### src/sv/mips64_special_group_execute_core_defines.svh
// assertion macros for the special group execute core
// no dependencies
`ifndef MIPS64_SPECIAL_GROUP_EXECUTE_CORE_DEFINES_SVH
`define MIPS64_SPECIAL_GROUP_EXECUTE_CORE_DEFINES_SVH
// implication checked on every rising clock edge outside reset
`define MSG_ASSERT_IMPL(label, clk, rst, lhs, rhs, msg) \
   label: assert property (@(posedge clk) disable iff (rst) (lhs) |-> (rhs)) else $error(msg);
// next cycle implication outside reset
`define MSG_ASSERT_NEXT(label, clk, rst, lhs, rhs, msg) \
   label: assert property (@(posedge clk) disable iff (rst) (lhs) |=> (rhs)) else $error(msg);
`endif

### src/sv/msge_pkg.sv
// types and constants shared by the special group execute core
// no dependencies
package msge_pkg;
   typedef enum logic [5:0] {
      FN_SLL = 6'h00, FN_SRL = 6'h02, FN_SRA = 6'h03, FN_SLLV = 6'h04,
      FN_SRLV = 6'h06, FN_SRAV = 6'h07, FN_JR = 6'h08, FN_JALR = 6'h09,
      FN_MOVZ = 6'h0A, FN_MOVN = 6'h0B, FN_SYSCALL = 6'h0C, FN_BREAK = 6'h0D,
      FN_SYNC = 6'h0F, FN_MFHI = 6'h10, FN_MFLO = 6'h12, FN_DSLLV = 6'h14,
      FN_DSRAV = 6'h17, FN_MULT = 6'h18, FN_DIV = 6'h1A, FN_DIVU = 6'h1B,
      FN_ADDU = 6'h21, FN_SUBU = 6'h23, FN_AND = 6'h24, FN_OR = 6'h25,
      FN_NOR = 6'h27, FN_SLT = 6'h2A, FN_SLTU = 6'h2B, FN_DADDU = 6'h2D,
      FN_DSLL = 6'h38, FN_DSRL = 6'h3A, FN_DSLL32 = 6'h3C, FN_DSRL32 = 6'h3E,
      FN_DSRA32 = 6'h3F
   } func_type;

   typedef enum logic [2:0] {
      ST_IDLE, ST_EXEC, ST_MUL, ST_DIV, ST_DIVFIX, ST_OUT
   } state_type;

   typedef struct packed {
      logic [5:0]  func;
      logic [63:0] rs_value;
      logic [63:0] rt_value;
      logic [4:0]  rd_index;
      logic [4:0]  shift_amount;
      logic [31:0] pc;
   } req_type;

   typedef struct packed {
      logic        write_enable;
      logic [4:0]  write_index;
      logic [63:0] write_value;
      logic        jump_taken;
      logic [31:0] jump_target;
      logic        syscall_trap;
      logic        divide_fault;
      logic        unknown_func;
   } rsp_type;

   // controller to datapath
   typedef struct packed {
      logic load;     // capture request
      logic exec;     // execute: latch result and product
      logic mul;      // register product into hi/lo
      logic div_init; // start divider
      logic div_step; // one quotient bit
      logic div_fix;  // sign fixup and hi/lo write
   } cmd_type;

   // datapath to controller
   typedef struct packed {
      logic is_mul;
      logic is_div;
      logic div_last;
   } sts_type;

   localparam logic [31:0] MIN_INT32 = 32'h8000_0000;
   localparam logic [63:0] ALL_ONES  = 64'hFFFF_FFFF_FFFF_FFFF;

   function automatic logic [63:0] sext32(input logic [31:0] x);
      return {{32{x[31]}}, x};
   endfunction
endpackage

### src/sv/msge_ctrl.sv
// controller state machine for the special group execute core
// depends on msge_pkg
module msge_ctrl (
   input  logic               clock,
   input  logic               reset,
   input  logic               req_valid,
   output logic               req_ready,
   output logic               rsp_valid,
   input  logic               rsp_ready,
   input  msge_pkg::sts_type  sts,
   output msge_pkg::cmd_type  cmd
);
   import msge_pkg::*;

   state_type state_ff, state_in;

   always_ff @(posedge clock) begin
      if (reset) state_ff <= ST_IDLE;
      else state_ff <= state_in;
   end

   always_comb begin
      state_in = state_ff;
      unique case (state_ff)
         ST_IDLE: if (req_valid) state_in = ST_EXEC;
         ST_EXEC: begin
            priority if (sts.is_mul) state_in = ST_MUL;
            else if (sts.is_div) state_in = ST_DIV;
            else state_in = ST_OUT;
         end
         ST_MUL: state_in = ST_OUT;
         ST_DIV: if (sts.div_last) state_in = ST_DIVFIX;
         ST_DIVFIX: state_in = ST_OUT;
         ST_OUT: if (rsp_ready) state_in = ST_IDLE;
         default: state_in = ST_IDLE;
      endcase
   end

   always_comb begin
      cmd = '0;
      req_ready = 1'b0;
      rsp_valid = 1'b0;
      unique case (state_ff)
         ST_IDLE: begin
            req_ready = 1'b1;
            cmd.load = req_valid;
         end
         ST_EXEC: begin
            cmd.exec = 1'b1;
            cmd.div_init = sts.is_div;
         end
         ST_MUL: cmd.mul = 1'b1;
         ST_DIV: cmd.div_step = 1'b1;
         ST_DIVFIX: cmd.div_fix = 1'b1;
         ST_OUT: rsp_valid = 1'b1;
         default: ;
      endcase
   end
endmodule

### config.mk
export PLATFORM = sky130hd
export DESIGN_NAME = msge_ctrl
export DESIGN_NICKNAME = d
export VERILOG_FILES = /design/src/sv/mips64_special_group_execute_core_defines.svh /design/src/sv/msge_pkg.sv /design/src/sv/msge_ctrl.sv
export SDC_FILE = /design/constraint.sdc
export NUM_CORES = 1
export LEC_CHECK = 0
export BUFFER_PORTS_ARGS = -buffer_cell sky130_fd_sc_hd__buf_2
export CORE_AREA = 4 4 41 43
export DETAILED_ROUTE_END_ITERATION = 10
export DIE_AREA = 0 0 45 47
export PLACE_DENSITY_LB_ADDON = 0.25
export SLEW_MARGIN = 20
export SYNTH_ARGS = -nofsm -noshare
export SYNTH_HDL_FRONTEND = slang
export SYNTH_SLANG_ARGS = --single-unit
### constraint.sdc
create_clock -name clock -period 1.5 [get_ports clock]
set_clock_uncertainty 0.1 [all_clocks]
set_input_delay 0.225 -clock clock [delete_from_list [all_inputs] [get_ports clock]]
set_output_delay 0.225 -clock clock [all_outputs]
set_load 0.01 [all_outputs]
=== Word-level counts from Yosys, hierarchy flattened ===
Cells that the tools add are included.

* Flip-flop bits (word level): 3
* Output and inout bits: 8
* Bits of input ports: 7

* Eq/ne operators: 8
* Reductions and logical operators: 3
* Multiplexer cells: 14

{| class="wikitable"
|+ Operators with widths
! cell !! count
|-
| two-way mux 3 bit || 5
|-
| one-hot mux 3 bit (5 select lines) || 1
|-
| two-way mux 1 bit || 8
|-
| equality test 3 x 2 -> 1 bit (second input constant) || 2
|-
| equality test 3 bit (second input constant) || 2
|-
| != test 2 bit (second input constant) || 3
|-
| equality test 3 x 1 -> 1 bit (second input constant) || 1
|-
| logical NOT 3 bit || 1
|-
| AND reduction 3 bit || 1
|-
| OR reduction 2 bit || 1
|}

=== Longest topological paths before layout ===
Gate-level depths: netlist of the first run.

* Depth in word-level cells: 3
* Mapped depth: 4

=== Least setup slack after synthesis of the first run ===
No wires, ideal clock.

* Path type: reg2out
* Start: reg state_ff[1]
* End: out cmd[5] (netlist name)
* Required time: 1.175 ns
* Path buffers: 1
* Stages on the path, launching flop included: 4
* Data arrival time: 1.049 ns
* Setup slack: 0.126 ns
* Cell sequence: dfxtp_1 -> buf_6 -> nor3_1 -> and2_1

{| class="wikitable"
|+ RTL lines
! what !! RTL line !! text
|-
| from (decl) || msge_ctrl.sv:15 || <nowiki>state_type state_ff, state_in;</nowiki>
|-
| from (signal assigned) || msge_ctrl.sv:19 || <nowiki>else state_ff <= state_in;</nowiki>
|-
| to (decl) || msge_ctrl.sv:11 || <nowiki>output msge_pkg::cmd_type cmd</nowiki>
|}

==> impl_metrics.json, run 1 <==
{
  "async_flop_share_pct": 0,
  "synthTopCellsByCount": "nor3_1 (5), dfxtp_1 (3), nor2_1 (3)",
  "path_max_fanout": 10,
  "clockBufferDepth": 2,
  "criticalPathCategory": "flip-flop to primary output",
  "synth_xor_area_share_pct": 0,
  "cp-end-kind": "primary output",
  "core_area_sq_mm": 0.00130,
  "syn_nets": 40,
  "postPlaceCellArea_sq_um": 375,
  "cts_tree": "yes",
  "period_share_pct": 94.9,
  "yosysTopAreaCellShare_pct": 19.9,
  "p_clk_share_pct": 28.4,
  "grt_pass1_wl_mm": 1.09,
  "sequentialPowerShare_pct": 29.0,
  "final_nets": 60,
  "drc": 0,
  "fin_crit_ns": 1.42,
  "ys_ff_latch": 3,
  "clkLatencyLatePin_ns": 0.23,
  "viasPerCell": 4.61,
  "finalSetupViolations": 0,
  "max_freq_mhz": 702,
  "synthAdderAreaFrac_pct": 0,
  "min_from": "reset",
  "status": "completed",
  "dp.cells": 61,
  "relSlewSlack_pct": 80.2,
  "p_sw_uw": 171,
  "synth_compound_area_share_pct": 14.9,
  "dr.pass1.iters": 3,
  "cts_hold_buf": 0,
  "worstPathArrival_ns": 1.10,
  "synthMuxAreaShare_pct": 0,
  "final_util_pct": 33.8,
  "ys_seq_area_share_pct": 19.9,
  "hold_violations": 0,
  "pin_count": 15,
  "track_usage_pct": 7.18,
  "dp_hpwl_microns": 534,
  "start_util_pct": 23.2,
  "cts.sinks": 3,
  "synth_area_sq_um": 302,
  "p_int_uw": 313,
  "power_density_mw_per_mm2": 1100,
  "synth_top_cell_by_area": "dfxtp_1",
  "yosysMostFrequentCell": "nor3_1",
  "grt_pass1_vias": 278,
  "final_max_slew_viol_count": 0,
  "reg_top3": "state_ff: 3 flops",
  "htree_levels": 1,
  "tightestPinTransition_ns": 0.293,
  "dominantRegCellSynth": "dfxtp_1",
  "largest_register_ffs": 3,
  "swShare_pct": 35.3,
  "synth_warnings": 0,
  "hold_depth": 2,
  "drive_above_1_share_pct": 61.5,
  "start_kind": "flip-flop",
  "hold_end": "state_ff[0]",
  "die_h_microns": 47,
  "die_width_microns": 45,
  "design_area_sq_um": 439,
  "wire_per_inst_microns": 10.4,
  "r2r_end": "state_ff[2]",
  "peakVddDrop_mv": 0.562,
  "syn_area_per_cell_sq_um": 9.14,
  "grt_max_degree": 15,
  "die_area_sq_mm": 0.00212,
  "p_total_uw": 484,
  "antenna_found_initial": 0,
  "required_ns": 1.17,
  "rrSetupSlack_ns": 0.23,
  "synth_top_family_by_area": "simple AND/OR/NAND/NOR gates",
  "vias": 309,
  "gp_congestion": 0.710,
  "cap_violations": 0,
  "path_clk_slew_ns": 0.03,
  "r2r_cells": 4,
  "hp-class": "primary input to flip-flop",
  "cts_buffers": 3,
  "overflow": 0,
  "antenna_left": 0,
  "synth_cells": 33,
  "p_comb_share_pct": 42.5,
  "cts-root-buf": "clkbuf_4",
  "synth_cell_types": 21,
  "pre_cts_slack_ns": 0.121,
  "layout_setup_ws_ns": 0.0762,
  "rr_startpoint": "state_ff[2]",
  "synthTopCellsByArea": "dfxtp_1 (20%), a211oi_2 (8.3%), nor3_1 (8.3%), buf_6 (7.5%), nor4_4 (7.1%)",
  "largest-register": "state_ff",
  "fp-row-count": 13,
  "synthSimpleGateAreaFrac_pct": 53.9,
  "instances_no_fill": 67,
  "n_fill_cell": 138,
  "io_buffers": 14,
  "synth_edf_count": 0,
  "leakagePower_nw": 0.192,
  "drt_iter0_drc": 1,
  "antenna_cells": 0,
  "area_delta_synth_final_pct": 45.6,
  "wl_microns": 697
}
==> final cells by class <==
cell class                 instances  area (sq um)  share of cell area, %
clock buffer                       4          26.3                   5.98
timing repair buffer              18           100                   22.8
multi-input combinational         26           219                   49.9
sequential                         3          71.3                   16.2
tap                               15          18.8                   4.27
inverter                           1          3.75                  0.855
==> how the worst max path moves through the flow <==
stage	start	endpoint	slack, ns	depth (start not counted)
4_1_cts	state_ff[2]	cmd[5]	0.02	4
6_report	state_ff[2]	cmd[5]	0.08	4
2_1_floorplan	state_ff[1]	cmd[5]	0.13	3
3_5_place_dp	state_ff[2]	cmd[5]	0.12	4
5_1_grt	state_ff[2]	cmd[5]	-0.02	4
3_3_place_gp	state_ff[2]	cmd[5]	0.11	4
==> worst max-delay path, cell delays in order (launching register included) <==
cell     delay (ns)
dfxtp_4        0.36
buf_4          0.15
nor3_4         0.11
and2_1         0.13
buf_2          0.12
==> cells by family (layout without fill, tap and decap cells) <==
logic type | count (synthesis) | after routing
buffers and inverters | 4 | 23
AND/OR/NAND/NOR | 21 | 21
flip-flops | 3 | 3
AO/OA/AOI/OAI | 5 | 5
==> power by group through the flow <==
stage	Clock, mW	Sequential [mW]	Combinational [mW]
after floorplan	0	0.104	0.160
after CTS	0.148	0.139	0.184
after global placement	0	0.136	0.182
after global routing	0.158	0.144	0.231
after detailed placement	0	0.136	0.181
final	0.138	0.141	0.206
==> cell usage in the layout (no fill, tap or decap) <==
master     instances
buf_2             14
nor3_1             4
buf_4              4
nor2_1             3
clkbuf_4           3
dfxtp_4            3
and2_1             2
a21oi_1            2
a211oi_2           2
inv_2              1
nand2b_1           1
nor3_4             1
and3_1             1
nor3b_2            1
nor4_4             1
and4bb_1           1
nor4bb_1           1
nor3_2             1
nor2b_1            1
nor4b_2            1
nand3b_1           1
or3_1              1
a2111oi_1          1
clkbuf_1           1
==> stage by stage <==
| step | hold slack, ns | TNS, ns |
|---|---|---|
| 6_report | 0.0941 | 0 |
| 2_1_floorplan | 0.198 | 0 |
| 3_3_place_gp | 0.346 | 0 |
| 4_1_cts | 0.0864 | 0 |
| 5_1_grt | 0.0878 | -0.0160 |
| 3_5_place_dp | 0.341 | 0 |
==> per-layer routing <==
layer	wire length, microns	track usage, %	up-vias
met5	0	0	-
met4	0	5.26	0
met3	37	2.30	0
met2	372	10.7	6
met1	287	8.60	142
li1	-	-	161
==> timing repair <==
action | in CTS | in global routing
buffers inserted | 0 | 2
gates resized for setup | 4 | 4
endpoints found under the setup margin | 8 | 4
(Power assumes the default switching activity.)
==> inputs of run 2 (changes only) <==
Settings changed: ABC_AREA from default to 1.
Clock period 1.5 ns to 1.2 ns, I/O delays scaled along.
==> impl_metrics.json, run 2 <==
{
  "die_area_sq_mm": 0.00212,
  "vias": 353,
  "start_kind": "flip-flop",
  "largest-register": "state_ff",
  "p_clk_share_pct": 21.5,
  "peakVddDrop_mv": 0.763,
  "ys_seq_area_share_pct": 21.3,
  "path_clk_slew_ns": 0.04,
  "grt_max_degree": 6,
  "synth_area_sq_um": 282,
  "syn_nets": 51,
  "p_sw_uw": 336,
  "reg_top3": "state_ff: 3 flops",
  "grt_pass1_vias": 343,
  "synth_warnings": 0,
  "cts.sinks": 3,
  "final_common_cell": "buf_2",
  "min_from": "sts[1]",
  "multiInputGateArea_sq_um": 225,
  "path_max_fanout": 4,
  "required_ns": 0.92,
  "die_width_microns": 45,
  "rr_startpoint": "state_ff[2]",
  "leakagePower_nw": 0.288,
  "pin_count": 15,
  "area_delta_synth_final_pct": 90.7,
  "synth_cells": 44,
  "swShare_pct": 41.5,
  "antenna_left": 0,
  "fp-row-count": 13,
  "sequentialPowerShare_pct": 19.6,
  "synth_top_cell_by_area": "dfxtp_1",
  "final_max_slew_viol_count": 0,
  "syn_area_per_cell_sq_um": 6.40,
  "hold_ws_ns": 0.127,
  "cts_tree": "yes",
  "viasPerCell": 4.15,
  "layout_setup_ws_ns": -0.103,
  "cap_violations": 0,
  "hold_depth": 3,
  "rsz0062_at_grt": "yes",
  "max_freq_mhz": 768,
  "n_fill_cell": 149,
  "synth_cell_types": 16,
  "register_area_sq_um": 68.8,
  "synthTopCellsByArea": "dfxtp_1 (21%), inv_1 (12%), nor2_1 (11%), nor3_1 (8.9%), nor2_4 (8.0%)",
  "r2r_cells": 7,
  "fin_crit_ns": 1.30,
  "hold_violations": 0,
  "p_int_uw": 475,
  "hp-class": "primary input to flip-flop",
  "period_share_pct": 109,
  "drc": 0,
  "crit_chain": "nor2_4, inv_4, nor3_2, buf_2",
  "criticalPathCategory": "flip-flop to primary output",
  "drive_above_1_share_pct": 65.7,
  "tightestPinTransition_ns": 0.159,
  "status": "complete, but fails checks",
  "p_comb_share_pct": 58.9,
  "rrSetupSlack_ns": 0,
  "synth_edf_count": 0,
  "final_nets": 78,
  "clkLatencyLatePin_ns": 0.23,
  "dr.pass1.iters": 4,
  "crit_slowest_cell": "dfxtp_4",
  "yosysTopAreaCellShare_pct": 21.3,
  "grt_pass1_wl_mm": 1.34,
  "worstPathArrival_ns": 1.02,
  "finalSetupViolations": 9,
  "clockBufferDepth": 2,
  "start_util_pct": 21.6,
  "postPlaceCellArea_sq_um": 382,
  "io_buffers": 14,
  "hold_end": "state_ff[1]",
  "r2r_end": "state_ff[0]",
  "cts-root-buf": "clkbuf_4",
  "violations": "setup timing",
  "dp_hpwl_microns": 575,
  "design_area_sq_um": 537,
  "cp-end-kind": "primary output",
  "largest_register_ffs": 3,
  "wire_per_inst_microns": 9.81,
  "cts_buffers": 3,
  "critPathMaxStageDelay_ns": 0.35,
  "dominantRegCellSynth": "dfxtp_1",
  "synthTopCellsByCount": "inv_1 (9), nor2_1 (8), nor3_1 (5)",
  "gp_congestion": 0.702,
  "ys_ff_latch": 3,
  "antenna_found_initial": 0,
  "htree_levels": 1,
  "track_usage_pct": 8.83,
  "power_density_mw_per_mm2": 1510,
  "async_flop_share_pct": 0,
  "layout_common_cells": "buf_2 (13), inv_1 (8), nor2_1 (7)",
  "die_h_microns": 47,
  "drt_iter0_drc": 7,
  "wl_microns": 834,
  "antenna_cells": 0,
  "yosysMostFrequentCell": "inv_1",
  "core_area_sq_mm": 0.00130,
  "relSlewSlack_pct": 89.4,
  "overflow": 0
}
run 2: final cells by class:
| cell class | instances | area share (%) |
|---|---|---|
| Timing Repair Buffer | 23 | 29.4 |
| Sequential cell | 3 | 12.8 |
| Inverter | 10 | 7.46 |
| Clock buffer | 4 | 4.90 |
| Multi-Input combinational cell | 30 | 42.0 |
| Tap cell | 15 | 3.50 |
run 2: kinds of logic after synthesis:
family                 count (synthesis)  synth area share (%)
AOI/OAI and AO/OA                      4                  9.78
buffers and inverters                 11                  17.3
and+or+nand+nor                       26                  51.6
DFF                                    3                  21.3
run 2: worst max-delay path by stage:
stage | start | end | slack, ns | depth (start not counted)
5_1_grt | state_ff[2] | cmd[2] | -0.16 | 4
2_1_floorplan | state_ff[2] | cmd[2] | 0.03 | 3
6_report | state_ff[2] | cmd[5] | -0.10 | 4
3_5_place_dp | state_ff[1] | cmd[2] | 0.04 | 4
3_3_place_gp | state_ff[1] | cmd[2] | 0.01 | 4
4_1_cts | state_ff[2] | cmd[2] | -0.10 | 4
run 2: metal layers:
metal,global-route usage [%],up-vias,routed length [microns]
met3,2.68,0,39
met2,13.8,8,423
met5,0,-,0
li1,-,190,-
met4,5.26,0,0
met1,10.6,155,371
run 2: worst max-delay path, delay by kind of cell (launching register included):
kind / cells / cell delay, ns
DFF: 1 / 0.35
and+or+nand+nor: 2 / 0.23
buffers and inverters: 2 / 0.21
run 2: per-stage QoR:
step	setup TNS [ns]	std cells	setup WS (ns)	utilization (%)	power (mW)
after floorplan	0	44	0.0327	-	0.375
after global placement	0	75	0.0125	29.3	0.479
after detailed placement	0	75	0.0366	29.3	0.479
after CTS	-0.700	84	-0.104	39.7	0.784
after global routing	-1.24	85	-0.157	41.3	0.881
final	-0.645	85	-0.103	41.3	0.811
run 2: power groups by stage:
stage	registers (mW)	clock network, mW	logic, mW
2_1_floorplan	0.147	0	0.228
3_3_place_gp	0.144	0	0.335
3_5_place_dp	0.144	0	0.335
4_1_cts	0.158	0.185	0.441
5_1_grt	0.163	0.198	0.521
6_report	0.159	0.174	0.478
run 2: what timing repair did:
item,CTS,global route
gates resized for setup,19,3
pin swaps,4,0
hold buffers,1,0
setup endpoints to repair,8,10
hold endpoints to repair,1,0
buffers inserted,3,1
cloned,1,0
==> inputs of run 3 (changes only) <==
Settings changed: CAP_MARGIN from default to 40, SLEW_MARGIN 20 to default.
Clock period 1.2 ns to 1.6 ns, I/O delays scaled along.
==> impl_metrics.json, run 3 (synthesis gave the netlist of run 2 again) <==
{
  "antenna_found_initial": 0,
  "finalSetupTns_ns": 0,
  "final_max_slew_viol_count": 0,
  "wire_per_inst_microns": 8.31,
  "vias": 311,
  "pin_count": 15,
  "r2r_cells": 5,
  "leakagePower_nw": 0.222,
  "drive_above_1_share_pct": 45.2,
  "required_ns": 1.26,
  "n_fill_cell": 160,
  "cap_violations": 0,
  "path_clk_slew_ns": 0.04,
  "clockBufferDepth": 2,
  "hold_depth": 2,
  "tightestPinTransition_ns": 0.337,
  "finalSetupViolations": 0,
  "critPathMaxStageDelay_ns": 0.39,
  "worstPathArrival_ns": 1.15,
  "wl_microns": 640,
  "area_delta_synth_final_pct": 41.3,
  "clkLatencyLatePin_ns": 0.23,
  "path_max_fanout": 7,
  "fin_crit_ns": 1.49,
  "start_kind": "flip-flop",
  "final_nets": 70,
  "viasPerCell": 4.04,
  "reg_top3": "state_ff: 3 flops",
  "rrSetupSlack_ns": 0.45,
  "period_share_pct": 93.3,
  "gp_congestion": 0.709,
  "crit_chain": "nor2_4, inv_2, nor3_1, buf_2",
  "drc": 0,
  "path_delay_family": "flip-flops",
  "power_density_mw_per_mm2": 1200,
  "antenna_left": 0,
  "final_common_cell": "buf_2",
  "htree_levels": 1,
  "fp-row-count": 13,
  "io_buffers": 14,
  "die_width_microns": 45,
  "min_from": "reset",
  "dp_hpwl_microns": 531,
  "grt_max_degree": 10,
  "track_usage_pct": 6.40,
  "start_util_pct": 21.6,
  "die_area_sq_mm": 0.00212,
  "cp-end-kind": "primary output",
  "cts.sinks": 3,
  "peakVddDrop_mv": 0.478,
  "dp.cells": 73,
  "largest-register": "state_ff",
  "largest_register_ffs": 3,
  "crit_slowest_cell": "dfxtp_1",
  "hp-class": "primary input to flip-flop",
  "cts_hold_buf": 0,
  "grt_pass1_wl_microns": 945,
  "hold_violations": 0,
  "rsz0062_at_grt": "no",
  "relSlewSlack_pct": 77.5,
  "cp.buffers_inverters": 2,
  "rr_startpoint": "state_ff[2]",
  "drt_iter0_drc": 5,
  "cts_buffers": 3,
  "hold_end": "state_ff[1]",
  "max_freq_mhz": 670,
  "status": "completed",
  "cts-root-buf": "clkbuf_4",
  "overflow": 0,
  "core_area_sq_mm": 0.00130,
  "instances_no_fill": 77,
  "r2r_end": "state_ff[0]",
  "dr.pass1.iters": 4,
  "hold_ws_ns": 0.0735,
  "die_h_microns": 47,
  "grt_pass1_vias": 270,
  "layout_common_cells": "buf_2 (14), inv_1 (9), nor2_1 (8)",
  "cts_tree": "yes",
  "criticalPathCategory": "flip-flop to primary output",
  "antenna_cells": 0
}
run 3: cell types whose count changed in the layout (fill, tap and decap cells not counted), sizes merged:
cell         delta
dlygate4sd3     -1
buf             -7
run 3: per-layer routing:
layer | global-route usage, % | share of wire [%]
met4 | 7.02 | 2.2
met2 | 9.32 | 47
met5 | 0 | 0
met3 | 1.92 | 7.5
met1 | 7.05 | 43
run 3: final cells by class:
class,instances,area (sq um),area share (%)
repair buffers,15,77.6,19.5
inverters,10,37.5,9.43
multi-input cells,30,178,44.7
clock buffers,4,26.3,6.60
well taps,15,18.8,4.72
flip-flops and latches,3,60.1,15.1
run 3: power breakdown:
group / internal (mW) / switching, mW
clock: 0.0936 / 0.0409
sequential: 0.0905 / 0.0258
combinational: 0.0931 / 0.135
total: 0.277 / 0.202
run 3: stage by stage:
stage          power (mW)  area [sq um]  utilization, %  setup WS, ns
2_1_floorplan       0.282           282               -         0.373
3_3_place_gp        0.345           367            28.2         0.296
3_5_place_dp        0.343           367            28.2         0.288
4_1_cts             0.485           393            30.2        0.0370
5_1_grt             0.520           398            30.6        0.0119
6_report            0.479           398            30.6         0.107
run 3: how the worst max path moves through the flow:
stage                start      to  slack (ns)  depth (start not counted)
6_report       state_ff[2]  cmd[2]        0.11                          4
5_1_grt        state_ff[2]  cmd[2]        0.01                          4
4_1_cts        state_ff[2]  cmd[2]        0.04                          4
3_5_place_dp   state_ff[2]  cmd[2]        0.29                          4
3_3_place_gp   state_ff[2]  cmd[2]        0.30                          4
2_1_floorplan  state_ff[2]  cmd[2]        0.37                          3
run 3: repair_timing:
item | in CTS | in global routing
setup endpoints to repair | 0 | 2
gates resized for setup | 0 | 1
hold endpoints to repair | 0 | 0
setup buffers | 0 | 0
